### config.mk
export PLATFORM = sky130hd
export DESIGN_NAME = rls_div
export DESIGN_NICKNAME = d
export VERILOG_FILES = /design/src/rtl/rls_pkg.sv /design/src/rtl/rls_div.sv
export SDC_FILE = /design/constraint.sdc
export NUM_CORES = 1
export LEC_CHECK = 0
export CAP_MARGIN = 20
export CORE_ASPECT_RATIO = 1.2
export CORE_MARGIN = 8
export CORE_UTILIZATION = 40
export CTS_CLUSTER_SIZE = 24
export DETAILED_ROUTE_END_ITERATION = 6
export DONT_BUFFER_PORTS = 1
export GPL_ROUTABILITY_DRIVEN = 0
export GPL_TIMING_DRIVEN = 0
export SKIP_LAST_GASP = 1
export SLEW_MARGIN = 10
export SYNTH_ARGS = -nofsm -noshare
export SYNTH_HDL_FRONTEND = slang
export SYNTH_SLANG_ARGS = --single-unit
### constraint.sdc
create_clock -name clock -period 8.7 [get_ports clock]
set_input_delay 1.74 -clock clock [delete_from_list [all_inputs] [get_ports clock]]
set_output_delay 1.74 -clock clock [all_outputs]
set_load 0.005 [all_outputs]
### src/rtl/rls_pkg.sv
// ----------------------------------------------------------------------------
// rls_pkg: shared types, constants and arithmetic helpers
// Cell data/control structs, divider request, register indexes, rounding.
// ----------------------------------------------------------------------------
package rls_pkg;

   localparam int ORDER   = 16;
   localparam int IDX_W   = (ORDER > 1) ? $clog2(ORDER) : 1;
   localparam int P_DEPTH = ORDER * ORDER;
   localparam int P_AW    = (P_DEPTH > 1) ? $clog2(P_DEPTH) : 1;
   // 32x16 products summed over ORDER terms
   localparam int ACC_W   = 48 + IDX_W;
   // denominator: rounded tap-by-v sum plus rounded lambda, always positive
   localparam int DEN_W   = ACC_W - 15;
   localparam int NUM_W   = 62;
   localparam int Q_W     = 31;
   localparam int CSR_W   = 31;

   localparam logic [CSR_W-1:0] LAMBDA_RESET = 31'd1063004406;
   localparam logic [CSR_W-1:0] DELTA_RESET  = 31'd16777216;

   typedef enum logic [2:0] {
      CSR_FORGETTING_FACTOR = 3'd0,
      CSR_INIT_DIAGONAL     = 3'd1,
      CSR_ADAPT_ENABLE      = 3'd2,
      CSR_APPLY_ENABLE      = 3'd3,
      CSR_ERROR_INPUT_MODE  = 3'd4,
      CSR_ERROR_OUTPUT_MODE = 3'd5
   } csr_index_type;

   typedef struct packed {
      logic signed [15:0]      tap;
      logic signed [15:0]      xq;
      logic signed [31:0]      w;
      logic signed [ACC_W-1:0] racc;
      logic signed [31:0]      v;
      logic signed [31:0]      k;
   } cell_data_type;

   typedef struct packed {
      logic tap_shift;
      logic tap_rot;
      logic xq_load;
      logic xq_rot;
      logic w_clr;
      logic w_rot;
      logic racc_clr;
      logic racc_rot;
      logic v_rot;
      logic k_rot;
   } cell_ctl_type;

   typedef struct packed {
      logic             start;
      logic             neg;
      logic [NUM_W-1:0] num;
      logic [DEN_W-1:0] dvs;
   } div_req_type;

   // round half up by 2^s: floor((v + 2^(s-1)) / 2^s)
   function automatic logic signed [64:0] rnd64(input logic signed [63:0] v,
                                                input int unsigned s);
      logic signed [64:0] t;
      t = $signed({v[63], v}) + (65'sd1 <<< (s - 1));
      return t >>> s;
   endfunction

   function automatic logic signed [31:0] sat32(input logic signed [64:0] v);
      logic signed [31:0] r;
      if (v > 65'sd2147483647) r = 32'sh7FFF_FFFF;
      else if (v < -65'sd2147483648) r = 32'sh8000_0000;
      else r = v[31:0];
      return r;
   endfunction

   function automatic logic signed [15:0] sat16(input logic signed [64:0] v);
      logic signed [15:0] r;
      if (v > 65'sd32767) r = 16'sh7FFF;
      else if (v < -65'sd32768) r = 16'sh8000;
      else r = v[15:0];
      return r;
   endfunction

   function automatic logic [31:0] mag32(input logic signed [31:0] v);
      return v[31] ? 32'(-v) : 32'(v);
   endfunction

endpackage

### src/rtl/rls_div.sv
// ----------------------------------------------------------------------------
// rls_div: serial saturating divider
// Truncating signed quotient of a magnitude and sign by a positive divisor,
// saturated to 32 bits; one quotient bit per cycle.
// ----------------------------------------------------------------------------
module rls_div import rls_pkg::*; (
   input  logic               clock,
   input  logic               reset,
   input  div_req_type        req,
   output logic               done,
   output logic signed [31:0] quot
);

   typedef enum logic {D_IDLE, D_RUN} div_state_type;

   div_state_type      state_ff;
   logic               done_ff;
   logic               neg_ff;
   logic               sat_ff;
   logic [DEN_W-1:0]   dvs_ff;
   logic [DEN_W-1:0]   rem_ff;
   logic [Q_W-1:0]     low_ff;
   logic [Q_W-1:0]     quo_ff;
   logic [4:0]         cnt_ff;

   logic [DEN_W-1:0]   hi;
   logic [DEN_W:0]     trial;
   logic [DEN_W:0]     diff;
   logic               ge;

   assign hi    = DEN_W'(req.num[NUM_W-1:Q_W]);
   assign trial = {rem_ff, low_ff[Q_W-1]};
   assign diff  = trial - {1'b0, dvs_ff};
   assign ge    = trial >= {1'b0, dvs_ff};

   always_ff @(posedge clock) begin
      if (reset) begin
         state_ff <= D_IDLE;
         done_ff  <= 1'b0;
      end else begin
         done_ff <= 1'b0;
         case (state_ff)
            D_IDLE: begin
               if (req.start) begin
                  neg_ff <= req.neg;
                  dvs_ff <= req.dvs;
                  rem_ff <= hi;
                  low_ff <= req.num[Q_W-1:0];
                  quo_ff <= '0;
                  cnt_ff <= '0;
                  // quotient of 2^31 or more saturates either way
                  if (hi >= req.dvs) begin
                     sat_ff  <= 1'b1;
                     done_ff <= 1'b1;
                  end else begin
                     sat_ff   <= 1'b0;
                     state_ff <= D_RUN;
                  end
               end
            end
            D_RUN: begin
               rem_ff <= ge ? diff[DEN_W-1:0] : trial[DEN_W-1:0];
               quo_ff <= {quo_ff[Q_W-2:0], ge};
               low_ff <= {low_ff[Q_W-2:0], 1'b0};
               cnt_ff <= cnt_ff + 5'd1;
               if (cnt_ff == 5'(Q_W - 1)) begin
                  done_ff  <= 1'b1;
                  state_ff <= D_IDLE;
               end
            end
            default: state_ff <= D_IDLE;
         endcase
      end
   end

   always_comb begin
      if (sat_ff) begin
         quot = neg_ff ? 32'sh8000_0000 : 32'sh7FFF_FFFF;
      end else begin
         quot = neg_ff ? -$signed({1'b0, quo_ff}) : $signed({1'b0, quo_ff});
      end
   end

   assign done = done_ff;

endmodule

==> impl_metrics.env <==
export IMPL_drv_slew=0
export IMPL_yosysWarnings=0
export IMPL_synthFlopType="edfxtp_1"
export IMPL_synth_nets=1214
export IMPL_ys_top_cells_by_count="edfxtp_1 (143), nand2_1 (96), nor2_1 (95), inv_1 (81), ha_1 (71)"
export IMPL_area_growth_pct=11.2
export IMPL_final_cell_count_no_fill=1404
export IMPL_vias_per_cell=5.63
export IMPL_hpwl_um=20800
export IMPL_status="completed"
export IMPL_reg2reg_slack_ns=5.19
export IMPL_cts_buffer_depth=2
export IMPL_crit_fanout=7
export IMPL_drcViolationCount=0
export IMPL_nets=1241
export IMPL_grt_pass1_wl_um=43100
export IMPL_io_buffers=0
export IMPL_wl_per_cell_um=19.3
export IMPL_rows=63
export IMPL_worstPathArrival_ns=3.27
export IMPL_netlist_area_mm2=0.0100
export IMPL_hold_ws_ns=0.546
export IMPL_grt_ovfl_total=0
export IMPL_grt_usage=0.178
export IMPL_p_per_area_mw_per_mm2=182
export IMPL_start_util=0.405
export IMPL_die_w_um=160
export IMPL_cts_sinks=145
export IMPL_synth_most_common_cell="edfxtp_1"
export IMPL_syn_instance_count=1039
export IMPL_slew_headroom=0.430
export IMPL_cp_start_kind="register"
export IMPL_antenna_found_initial=0
export IMPL_clk_insertion_delay_late_ns=0.44
export IMPL_cts_repair_resized=0
export IMPL_diodes=0
export IMPL_grt_max_degree=32
export IMPL_ctsHoldBuffers=0
export IMPL_end_kind="output pin"
export IMPL_drt_initial_drc_count=700
export IMPL_drt_wl_total_um=27100
export IMPL_worstHoldPathType="reg -> reg"
export IMPL_cts_tree="built"
export IMPL_hold_violations=0
export IMPL_pre_cts_ws_ns=4.22
export IMPL_leakagePower_nw=4.36
export IMPL_fin_crit_sh=0.576
export IMPL_setup_viol=0
export IMPL_path_class="reg -> out"
export IMPL_async_flop_share=0
export IMPL_antenna_left=0
export IMPL_dp_cells=1372
export IMPL_synth_edf_count=143
export IMPL_finClkSkew_ns=0.0124
export IMPL_avgSynthCellArea_um2=9.62
export IMPL_ys_ff_latch=145
export IMPL_core_mm2=0.0247
export IMPL_vias=7902
export IMPL_required_ns=6.96
export IMPL_htree_levels=4
export IMPL_num_io_pins=136
export IMPL_dieHeight_um=189
export IMPL_fin_ws_ns=3.69
export IMPL_cts_root_buf="clkbuf_16"
export IMPL_die_area_mm2=0.0303
export IMPL_synth_seq_area_share=0.434
export IMPL_yosysTopAreaCell="edfxtp_1"
export IMPL_yosysTopAreaCellShare=0.430
export IMPL_grt_pass1_vias=8019
export IMPL_post_cts_buffers=0
export IMPL_cts_buffers=17
export IMPL_dr_pass1_iters=4
export IMPL_path_clk_slew_ns=0.06
export IMPL_drive_gt1_frac=0.0908
export IMPL_ys_types=67
export IMPL_worst_slew_pin_slew_ns=0.848
export IMPL_max_clock_freq_mhz=200
export IMPL_synth_area_leaders="edfxtp_1 (43%), ha_1 (8.9%), nand2_1 (3.6%)"
export IMPL_final_util=0.451
export IMPL_ir_drop_uv=145
export IMPL_finalCriticalPeriod_ns=5.01
export IMPL_maxCapViolCount=0
export IMPL_rsz0062_at_grt="false"
[metal layers]
metal	vias to the layer above	routed length, um	global-route usage
li1	3851	-	-
met1	3839	11400	0.210
met2	191	14000	0.317
met3	21	1400	0.0402
met4	0	364	0.0536
met5	-	0	0
[layout by cell type, fill, tap and decap left out, drive strengths merged, types with 4 or more instances in the layout]
cell type / Yosys / layout
o2111ai: 4 / 4
xor2: 10 / 10
a211oi: 7 / 7
buf: 18 / 26
nor2b: 12 / 12
nor2: 96 / 96
xnor2: 24 / 24
a211o: 5 / 5
o211ai: 10 / 10
clkinv: 0 / 4
nand2: 97 / 97
edfxtp: 143 / 143
and3: 11 / 11
o21ai: 43 / 43
nand2b: 11 / 11
inv: 81 / 83
mux2: 30 / 30
o22ai: 11 / 11
nor4: 6 / 6
a21o: 33 / 33
nand3: 33 / 33
nor3: 20 / 20
o21bai: 7 / 7
nand4: 13 / 13
mux2i: 4 / 4
or3: 9 / 9
a21oi: 68 / 68
clkbuf: 28 / 49
o21a: 10 / 10
o31ai: 8 / 8
a31oi: 37 / 37
nor3b: 11 / 11
ha: 71 / 71
or4: 4 / 4
and2: 30 / 30
[registers in the layout (all words and copies together), names as in the netlist]
register  count
cnt_ff        5
state_ff      1
done          1
neg_ff        1
dvs_ff       37
rem_ff       37
sat_ff        1
quo_ff       31
low_ff       31
[through the flow]
step / cell area [um^2] / TNS, ns / power (mW)
4_1_cts: 11100 / 0 / 2.04
6_report: 11100 / 0 / 2.03
2_1_floorplan: 10000 / 0 / 1.19
3_5_place_dp: 10500 / 0 / 1.30
5_1_grt: 11100 / 0 / 2.12
3_3_place_gp: 10400 / -23.39 / 1.30
[final timing paths]
check,start,end,cells after the start
worst max-delay path,quo_ff[0]$_SDFFCE_PN0P_,quot[30],10
worst min-delay path,low_ff[22]$_DFFE_PP_,low_ff[23]$_DFFE_PP_,1
worst max register to register,low_ff[30]$_DFFE_PP_,rem_ff[17]$_DFFE_PP_,13
worst min register to register,low_ff[22]$_DFFE_PP_,low_ff[23]$_DFFE_PP_,1
[report_power, final]
| group | switching (mW) | internal, mW | total, mW |
|---|---|---|---|
| registers | 0.0267 | 0.827 | 0.853 |
| clock network | 0.303 | 0.432 | 0.735 |
| logic | 0.267 | 0.171 | 0.439 |
[cell families (layout without fill, tap and decap cells)]
kind of cell,Yosys count,count (layout),synth area share
simple gates,359,359,0.176
compound gates,268,268,0.181
flops,145,145,0.434
buf+inv,127,167,0.0506
fa+ha+maj,72,72,0.0909
xor+xnor,34,34,0.0298
mux,34,34,0.0378
[critical path, stage by stage (launching register included)]
cell and delay [ns]:
edfxtp_1 0.40, inv_1 0.14, ha_1 0.19, nor2b_1 0.39, nand4_1 0.24, nor3_1 0.47, nand2b_1 0.18, nor2_2 0.26
nand3_1 0.12, a21o_1 0.20, a21oi_1 0.25
[cell type report]
type                       instances  area (um^2)
multi-input combinational        767         5170
sequential                       145         4330
clock inverter                    11          131
timing repair buffer               8          121
fill                            2428        13600
buffer                            46          201
clock buffer                      21          450
inverter                          81          304
tap                              325          407
Note: power is estimated with default switching activity, not from simulation.
