`config.mk`:
```
export PLATFORM = sky130hd
export DESIGN_NAME = rls_cell
export DESIGN_NICKNAME = d
export VERILOG_FILES = /design/src/rtl/rls_pkg.sv /design/src/rtl/rls_cell.sv
export SDC_FILE = /design/constraint.sdc
export NUM_CORES = 1
export LEC_CHECK = 0
export ABC_AREA = 1
export BUFFER_PORTS_ARGS = -buffer_cell sky130_fd_sc_hd__buf_2
export CAP_MARGIN = 15
export CELL_PAD_IN_SITES_DETAIL_PLACEMENT = 1
export CELL_PAD_IN_SITES_GLOBAL_PLACEMENT = 1
export CORE_AREA = 2 2 152 154
export CTS_CLUSTER_SIZE = 8
export DETAILED_ROUTE_END_ITERATION = 8
export DIE_AREA = 0 0 154 156
export GPL_ROUTABILITY_DRIVEN = 0
export PLACE_DENSITY = 0.71
export SLEW_MARGIN = 25
export SYNTH_ARGS = -nofsm -noshare
export SYNTH_HDL_FRONTEND = slang
export SYNTH_SLANG_ARGS = --single-unit
```
`constraint.sdc`:
```
create_clock -name clock -period 1.5 [get_ports clock]
set_input_delay 0.3 -clock clock [delete_from_list [all_inputs] [get_ports clock]]
set_output_delay 0.3 -clock clock [all_outputs]
set_load 0.01 [all_outputs]
```
`src/rtl/rls_pkg.sv`:
```
// ----------------------------------------------------------------------------
// rls_pkg: shared types, constants and arithmetic helpers
// Cell data/control structs, divider request, register indexes, rounding.
// ----------------------------------------------------------------------------
package rls_pkg;

   localparam int ORDER   = 16;
   localparam int IDX_W   = (ORDER > 1) ? $clog2(ORDER) : 1;
   localparam int P_DEPTH = ORDER * ORDER;
   localparam int P_AW    = (P_DEPTH > 1) ? $clog2(P_DEPTH) : 1;
   // 32x16 products summed over ORDER terms
   localparam int ACC_W   = 48 + IDX_W;
   // denominator: rounded tap-by-v sum plus rounded lambda, always positive
   localparam int DEN_W   = ACC_W - 15;
   localparam int NUM_W   = 62;
   localparam int Q_W     = 31;
   localparam int CSR_W   = 31;

   localparam logic [CSR_W-1:0] LAMBDA_RESET = 31'd1063004406;
   localparam logic [CSR_W-1:0] DELTA_RESET  = 31'd16777216;

   typedef enum logic [2:0] {
      CSR_FORGETTING_FACTOR = 3'd0,
      CSR_INIT_DIAGONAL     = 3'd1,
      CSR_ADAPT_ENABLE      = 3'd2,
      CSR_APPLY_ENABLE      = 3'd3,
      CSR_ERROR_INPUT_MODE  = 3'd4,
      CSR_ERROR_OUTPUT_MODE = 3'd5
   } csr_index_type;

   typedef struct packed {
      logic signed [15:0]      tap;
      logic signed [15:0]      xq;
      logic signed [31:0]      w;
      logic signed [ACC_W-1:0] racc;
      logic signed [31:0]      v;
      logic signed [31:0]      k;
   } cell_data_type;

   typedef struct packed {
      logic tap_shift;
      logic tap_rot;
      logic xq_load;
      logic xq_rot;
      logic w_clr;
      logic w_rot;
      logic racc_clr;
      logic racc_rot;
      logic v_rot;
      logic k_rot;
   } cell_ctl_type;

   typedef struct packed {
      logic             start;
      logic             neg;
      logic [NUM_W-1:0] num;
      logic [DEN_W-1:0] dvs;
   } div_req_type;

   // round half up by 2^s: floor((v + 2^(s-1)) / 2^s)
   function automatic logic signed [64:0] rnd64(input logic signed [63:0] v,
                                                input int unsigned s);
      logic signed [64:0] t;
      t = $signed({v[63], v}) + (65'sd1 <<< (s - 1));
      return t >>> s;
   endfunction

   function automatic logic signed [31:0] sat32(input logic signed [64:0] v);
      logic signed [31:0] r;
      if (v > 65'sd2147483647) r = 32'sh7FFF_FFFF;
      else if (v < -65'sd2147483648) r = 32'sh8000_0000;
      else r = v[31:0];
      return r;
   endfunction

   function automatic logic signed [15:0] sat16(input logic signed [64:0] v);
      logic signed [15:0] r;
      if (v > 65'sd32767) r = 16'sh7FFF;
      else if (v < -65'sd32768) r = 16'sh8000;
      else r = v[15:0];
      return r;
   endfunction

   function automatic logic [31:0] mag32(input logic signed [31:0] v);
      return v[31] ? 32'(-v) : 32'(v);
   endfunction

endpackage

```
`src/rtl/rls_cell.sv`:
```
// ----------------------------------------------------------------------------
// rls_cell: one tap cell of the filter chain
// Holds tap, tap copy, weight, column accumulator, v and gain for one index;
// fields rotate toward cell 0, taps shift in at cell 0 and move away from it.
// ----------------------------------------------------------------------------
module rls_cell import rls_pkg::*; (
   input  logic               clock,
   input  logic               reset,
   input  cell_ctl_type       ctl,
   input  cell_data_type      nxt,
   input  logic signed [15:0] prv_tap,
   output cell_data_type      cur
);

   logic signed [15:0]      tap_ff;
   logic signed [15:0]      xq_ff;
   logic signed [31:0]      w_ff;
   logic signed [ACC_W-1:0] racc_ff;
   logic signed [31:0]      v_ff;
   logic signed [31:0]      k_ff;

   always_ff @(posedge clock) begin
      if (reset) begin
         tap_ff <= '0;
         w_ff   <= '0;
      end else begin
         if (ctl.tap_shift) begin
            tap_ff <= prv_tap;
         end else if (ctl.tap_rot) begin
            tap_ff <= nxt.tap;
         end
         if (ctl.w_clr) begin
            w_ff <= '0;
         end else if (ctl.w_rot) begin
            w_ff <= nxt.w;
         end
      end
   end

   always_ff @(posedge clock) begin
      if (ctl.xq_load) begin
         xq_ff <= tap_ff;
      end else if (ctl.xq_rot) begin
         xq_ff <= nxt.xq;
      end
      if (ctl.racc_clr) begin
         racc_ff <= '0;
      end else if (ctl.racc_rot) begin
         racc_ff <= nxt.racc;
      end
      if (ctl.v_rot) begin
         v_ff <= nxt.v;
      end
      if (ctl.k_rot) begin
         k_ff <= nxt.k;
      end
   end

   always_comb begin
      cur.tap  = tap_ff;
      cur.xq   = xq_ff;
      cur.w    = w_ff;
      cur.racc = racc_ff;
      cur.v    = v_ff;
      cur.k    = k_ff;
   end

endmodule

```
==> reports/qor.csv, run 1 <==
stage,metric,value,unit
setup_path,crit end category,output port,
setup_path,worst reg2reg path depth,4,
yosys,number of synthesized register bits,180,
setup_path,Critical Path AT,1.04,ns
yosys,cell count after synthesis,622,
cts,# resized after CTS,0,
min_path,Worst Hold End,v_ff[23]$_DFFE_PP_,
setup_path,critical path's largest stage delay,0.45,ns
timing,RSZ-0062 raised after global routing,false,
die,height of the die,156,um
yosys,Post-Syn Nets,830,
setup_path,crit path launch type,flip-flop,
timing,final hold vios,0,
cts,Max clock buf depth,2,
die,DIE AREA,0.0240,mm^2
cts,H-tree levels,4,
min_path,hold wc startpoint,nxt[55],
timing,setup_tns,0,ns
cts,clk slew on worst S/H paths,0.07,ns
timing,Tcrit/Tclk final,89.5,%
layout,Area Overhead vs Synth,42.8,%
die,Boundary Pins,388,
run_status,outcome,"finished, final reports clean",
cts,clock root buffer,clkbuf_16,
layout,layout cells sized above 1,46.0,%
timing,actual slew at the worst max-slew pin,0.534,ns
die,Die W,154,um
cts,Num CTS Buffers,17,
setup_path,CP Cell Sequence,buf_2,
setup_path,critical path class,flip-flop to output port,
min_path,Hold Path Class,input pin to flip-flop,
setup_path,Reg2Reg Capture Point,tap_ff[15]$_SDFFE_PP0P_,
pwr,maximum VDD drop,0.505,mV
setup_path,maximum fanout along the worst path,1,
placed_design,post-place setup slack,0.249,ns
route,DRT Pass-1 Iters,4,
timing,Max Transition Viols Final,0,
layout,# fillers,2680,
layout,Multi-input gate area,0.00172,mm^2
timing,final setup margin,0.157,ns
layout,Layout Nets,1209,
cts,Num Clock Sinks,180,
grt,first-pass GRT wire length,33.8,mm
yosys,Yosys warnings,0,
cts,# Post-CTS Setup Buffers,0,
route,post-detailed-routing wire length,22.8,mm
setup_path,R2R Setup Slk,0.78,ns
yosys,Avg Inst Size Synth,10.4,um^2
grt,GRT overflow,0,
cts,count of hold-fix buffers inserted at cts,0,
grt,initial antenna violation count,2,
setup_path,reg2reg start,tap_ff[15]$_SDFFE_PP0P_,
die,Rows,55,
grt,vias in the first global route,5871,
job,maxcap violations,0,
die,Core ar.,0.0224,mm^2
yosys,synth unique cells,17,
timing,fin crit period,1.34,ns
route,post-route ant nets,0,
route,via count,5763,
min_path,Hold Path Stages,1,
route,via-per-instance ratio,4.43,
yosys,sequential element share of the synthesized area,68.3,%
timing,Slew Limit Headroom,64.4,%
timing,fmax,745,MHz
yosys,Post-Syn Area,0.00644,mm^2
setup_path,Critical-path top delay cell,edfxtp_1,
route,DRT iter0 DRCs,256,
grt,largest net degree at the start of global routing,44,
die,effective utilization at floorplan,28.8,%
placed_design,HPWL Detailed,17.8,mm
setup_path,Critical Path RT,1.20,ns
grt,Total Routing Usage GR,18.4,%
pwr,leakage power,4.45,nW
setup_path,worst path bufs/invs,1,
route,Avg WL per Cell,17.5,um
cts,CTS tree,done,
cts,"Clk Latency, worst-skew pair",0.43,ns
timing,Final setup viols,0,
placed_design,# port buffers,387,
layout,Sequential cell area,0.00440,mm^2
setup_path,family of cells with the greatest summed delay on the critical path,flip-flops,
timing,Clock Skews,0.0104,ns
route,DRC,0,
pwr,PwrDens,1210,mW/mm^2
-- worst max-delay path by stage --
stage	cells past startpoint	start	endpoint
floorplan	2	ctl[7]	xq_ff[0]$_DFFE_PP_
detailed placement	6	ctl[9]	tap_ff[5]$_SDFFE_PP0P_
global route	1	v_ff[19]$_DFFE_PP_	cur[51]
global placement	6	ctl[9]	tap_ff[11]$_SDFFE_PP0P_
CTS	1	v_ff[19]$_DFFE_PP_	cur[51]
finish	1	v_ff[19]$_DFFE_PP_	cur[51]
-- flip-flops by register name (all words and copies together) (netlist names) --
name,flops
w_ff,32
racc_ff,52
tap_ff,16
v_ff,32
k_ff,32
xq_ff,16
-- cell usage after synthesis --
cell	n	share of area, %
a21oi_2	30	4.1
a21oi_1	54	4.2
clkbuf_1	5	0.29
buf_8	1	0.23
dfxtp_1	100	31
inv_1	17	0.99
or2_1	1	0.097
nor2_8	1	0.31
or2_2	1	0.097
buf_6	5	0.87
buf_4	7	0.82
buf_2	20	1.6
nand3_1	32	2.5
inv_2	3	0.17
inv_4	1	0.097
edfxtp_1	80	37
nand2_1	264	15
-- report_power, final --
| group | switching [mW] | internal [mW] |
|---|---|---|
| logic | 0.748 | 0.547 |
| registers | 0.131 | 5.45 |
| clock network | 2.03 | 2.27 |
| total | 2.91 | 8.27 |
-- metrics by stage --
step	area (um^2)	hold slack [ns]	instances	power, mW	utilization (%)
after floorplan	6440	0.399	622	6.23	-
after global placement	8640	0.446	1267	6.96	38.6
after detailed placement	8640	0.450	1267	7.01	38.6
after CTS	9200	0.0266	1299	11.3	41.1
after global routing	9210	0.0196	1300	11.7	41.2
final	9210	0.0478	1300	11.2	41.2
-- per-layer routing --
metal | vias up | global-route usage (%) | routed length (um)
met4 | 0 | 6.36 | 482
met1 | 2721 | 19.5 | 8450
met5 | - | 0 | 0
met3 | 24 | 6.00 | 1700
li1 | 2792 | - | -
met2 | 226 | 34.4 | 12100
-- layout make-up --
type / count / area share (%)
flip-flops and latches: 180 / 47.8
clock inverters: 14 / 1.21
diodes: 1 / 0.0272
well taps: 285 / 3.87
multi-input cells: 383 / 18.6
inverters: 21 / 0.884
clock buffers: 18 / 4.89
repair buffers: 398 / 22.6
-- kinds of logic after synthesis --
logic type | share of synthesized area, %
buf+inv | 5.03
simple gates | 18.4
compound gates | 8.27
flops | 68.3
-- cells in the final DEF (no fill, tap or decap), drive strengths merged --
cell type,count
nand2,264
nand3,32
buf,398
a21oi,84
inv,31
clkbuf,18
diode,1
edfxtp,80
dfxtp,100
nor2,1
clkinvlp,2
or2,2
clkinv,2
Power figures use the tool's default switching activity.
==> run 2, diff against run 1 <==
--- a/config.mk
+++ b/config.mk
@@ -5,17 +5,16 @@
 export SDC_FILE = /design/constraint.sdc
 export NUM_CORES = 1
 export LEC_CHECK = 0
-export ABC_AREA = 1
 export BUFFER_PORTS_ARGS = -buffer_cell sky130_fd_sc_hd__buf_2
 export CAP_MARGIN = 15
 export CELL_PAD_IN_SITES_DETAIL_PLACEMENT = 1
 export CELL_PAD_IN_SITES_GLOBAL_PLACEMENT = 1
-export CORE_AREA = 2 2 152 154
+export CORE_AREA = 2 2 149 151
 export CTS_CLUSTER_SIZE = 8
 export DETAILED_ROUTE_END_ITERATION = 8
-export DIE_AREA = 0 0 154 156
+export DIE_AREA = 0 0 151 153
 export GPL_ROUTABILITY_DRIVEN = 0
-export PLACE_DENSITY = 0.71
+export PLACE_DENSITY = 0.7
 export SLEW_MARGIN = 25
 export SYNTH_ARGS = -nofsm -noshare
 export SYNTH_HDL_FRONTEND = slang
==> run 2 against run 1 <==
Maximum frequency is 3.6% higher. Total power is 2.7% higher. Combinational power hardly changed. Register-to-register slack worse by 0.13 ns. Sequential power hardly changed. Cell count is 13% lower. Clock-buffer cell count is 1 lower. Clock skew is 0.0056 ns lower.
==> reports/qor.csv, run 2 <==
stage,metric,value,unit,change
yosys,Post-Syn Nets,651,,-22%
yosys,Post-Syn Area,0.00636,mm^2,-1.4%
cts,CTS tree,done,,
setup_path,critical path class,flip-flop to output port,,
grt,Total Routing Usage GR,16.4,%,-2.0 points
die,Rows,54,,-1.8%
yosys,number of synthesized register bits,180,,unchanged
cts,Num Clock Sinks,180,,unchanged
timing,fmax,772,MHz,+3.6%
die,Core ar.,0.0215,mm^2,-3.9%
yosys,"area leader, netlist",edfxtp_1,,
yosys,Avg Inst Size Synth,14.4,um^2,+38%
route,via count,4909,,-15%
timing,Max Transition Viols Final,0,,unchanged
cts,count of hold-fix buffers inserted at cts,0,,unchanged
timing,final hold vios,0,,unchanged
grt,first-pass GRT wire length,28.9,mm,-15%
yosys,Post-synth EDFFs,80,,unchanged
timing,RSZ-0062 raised after global routing,false,,
yosys,commonest cells in the synthesized netlist,"dfxtp_1 (100), mux2i_1 (100), edfxtp_1 (80)",,
pwr,Flop pwr share,48.7,%,-1.2 points
setup_path,critical path's largest stage delay,0.41,ns,-0.04 ns
yosys,synth unique cells,16,,-1
cts,"Clk Latency, worst-skew pair",0.43,ns,about the same
die,height of the die,153,um,-1.9%
min_path,Hold Path Class,input pin to flip-flop,,
die,Die W,151,um,-1.9%
cts,clk slew on worst S/H paths,0.07,ns,about the same
route,DRT Pass-1 Iters,4,,unchanged
pwr,maximum VDD drop,0.684,mV,+36%
yosys,asr flop ratio synth,0,%,unchanged
setup_path,Critical-path top delay cell,edfxtp_1,,
setup_path,crit path launch type,flip-flop,,
job,maxcap violations,0,,unchanged
route,Avg WL per Cell,17.1,um,-2.2%
pwr,leakage power,4.51,nW,+1.4%
die,Boundary Pins,388,,unchanged
placed_design,# port buffers,387,,unchanged
yosys,Yosys warnings,0,,unchanged
die,DIE AREA,0.0231,mm^2,-3.8%
placed_design,HPWL Detailed,15.0,mm,-16%
layout,final std cells w/o fill,1126,,-13%
timing,Tcrit/Tclk final,86.4,%,-3.1 points
route,post-detailed-routing wire length,19.3,mm,-15%
cts,# resized after CTS,0,,unchanged
cts,Num CTS Buffers,17,,unchanged
timing,fin crit period,1.30,ns,-0.0465 ns
route,via-per-instance ratio,4.36,,-1.7%
setup_path,maximum fanout along the worst path,1,,unchanged
pwr,switching pwr,3.07,mW,+5.5%
cts,# Post-CTS Setup Buffers,0,,unchanged
timing,actual slew at the worst max-slew pin,0.393,ns,-0.141 ns
cts,clock root buffer,clkbuf_16,,
route,post-route ant nets,0,,unchanged
die,effective utilization at floorplan,29.6,%,+0.77 points
yosys,cell count after synthesis,443,,-29%
cts,Max clock buf depth,2,,unchanged
layout,n_diodes,0,,-1
setup_path,CP Cell Sequence,buf_2,,
yosys,sequential element share of the synthesized area,69.3,%,+0.94 points
timing,Final setup viols,0,,unchanged
pwr,P_int,8.40,mW,+1.7%
layout,layout cells sized above 1,54.1,%,+8.2 points
setup_path,family of cells with the greatest summed delay on the critical path,flip-flops,,
grt,vias in the first global route,5158,,-12%
grt,initial antenna violation count,0,,-2
layout,# fillers,2472,,-7.8%
pwr,switching part of the total power,26.8,%,+0.72 points
layout,most frequent cells in the layout,"buf_2 (387), mux2i_1 (100), dfxtp_1 (100), edfxtp_1 (80), nor2_1 (74)",,
yosys,ys flop type,dfxtp_1,,
cts,H-tree levels,4,,unchanged
setup_path,crit end category,output port,,
run_status,outcome,"finished, final reports clean",,
layout,Area Overhead vs Synth,45.6,%,
yosys,top-area cell type share of the netlist area,37.8,%,+0.51 points
setup_path,Critical Path RT,1.20,ns,about the same
setup_path,worst path bufs/invs,1,,unchanged
grt,GRT overflow,0,,unchanged
pwr,Comb power frac,11.6,%,about the same
grt,largest net degree at the start of global routing,53,,+20%
route,DRC,0,,unchanged
layout,Reg with most FFs,racc_ff,,
timing,Slew Limit Headroom,73.8,%,+9.4 points
layout,Layout Nets,1041,,-14%
setup_path,Critical Path AT,1.00,ns,-0.04 ns
pwr,clock power share,39.7,%,+1.2 points
route,DRT iter0 DRCs,166,,-35%
timing,setup_tns,0,ns,unchanged
timing,Clock Skews,0.00485,ns,-0.00557 ns
placed_design,Cells after DPL,1094,,-14%
layout,"leading cell type in the layout, fill and taps excluded",buf_2,,
pwr,PwrDens,1240,mW/mm^2,+2.1%
layout,max reg flops,52,,unchanged
yosys,ranking of synthesized cells by area,"edfxtp_1 (38%), dfxtp_1 (31%), mux2i_1 (16%)",,
==> run 2: path summary, 6_finish.rpt <==
path	start	endpoint	slack [ns]	cells after the start
max	k_ff[10]$_DFFE_PP_	cur[10]	0.20	1
min	nxt[25]	k_ff[25]$_DFFE_PP_	0.04	1
max reg2reg	tap_ff[8]$_SDFFE_PP0P_	xq_ff[8]$_DFFE_PP_	0.65	1
min reg2reg	w_ff[14]$_SDFFE_PP0P_	w_ff[14]$_SDFFE_PP0P_	0.49	2
==> run 2: logic make-up after synthesis <==
family                 count (synthesis)  share of synthesized area (%)
flip-flops                           180                           69.3
multiplexers                         116                           18.6
AND/OR/NAND/NOR                      102                           7.12
buffers and inverters                 29                           3.13
AO/OA/AOI/OAI                         16                           1.89
==> run 2: cell type report <==
cell class / count / area, um^2 / share of cell area, %
multi-input combinational: 234 / 1750 / 19.0
inverter: 1 / 3.75 / 0.0406
timing repair buffer: 399 / 2130 / 23.0
clock buffer: 17 / 425 / 4.60
clock inverter: 15 / 191 / 2.07
sequential: 180 / 4400 / 47.6
tap: 280 / 350 / 3.78
==> run 2: power by group through the flow <==
| stage | Combinational (mW) | Clock, mW | Sequential (mW) |
|---|---|---|---|
| 6_report | 1.33 | 4.56 | 5.59 |
| 5_1_grt | 1.45 | 4.90 | 5.63 |
| 4_1_cts | 1.35 | 4.72 | 5.60 |
| 3_5_place_dp | 1.35 | 0 | 5.71 |
| 3_3_place_gp | 1.32 | 0 | 5.70 |
| 2_1_floorplan | 0.425 | 0 | 5.87 |
==> run 2: per-stage QoR <==
step           power, mW  worst slack [ns]  hold WS (ns)  util, %  area (um^2)
6_report            11.5             0.204        0.0410     43.1         9260
5_1_grt             12.0             0.146       0.00441     43.1         9260
4_1_cts             11.7             0.167        0.0162     43.1         9260
3_5_place_dp        7.06             0.188         0.478     40.2         8640
3_3_place_gp        7.02             0.233         0.468     40.2         8640
2_1_floorplan       6.29             0.149         0.399        -         6360
==> run 2: per-layer routing <==
| layer | GRT usage, % | wire [um] |
|---|---|---|
| met5 | 0 | 0 |
| met4 | 5.30 | 327 |
| met3 | 5.19 | 1460 |
| met2 | 30.3 | 10300 |
| met1 | 17.7 | 7220 |
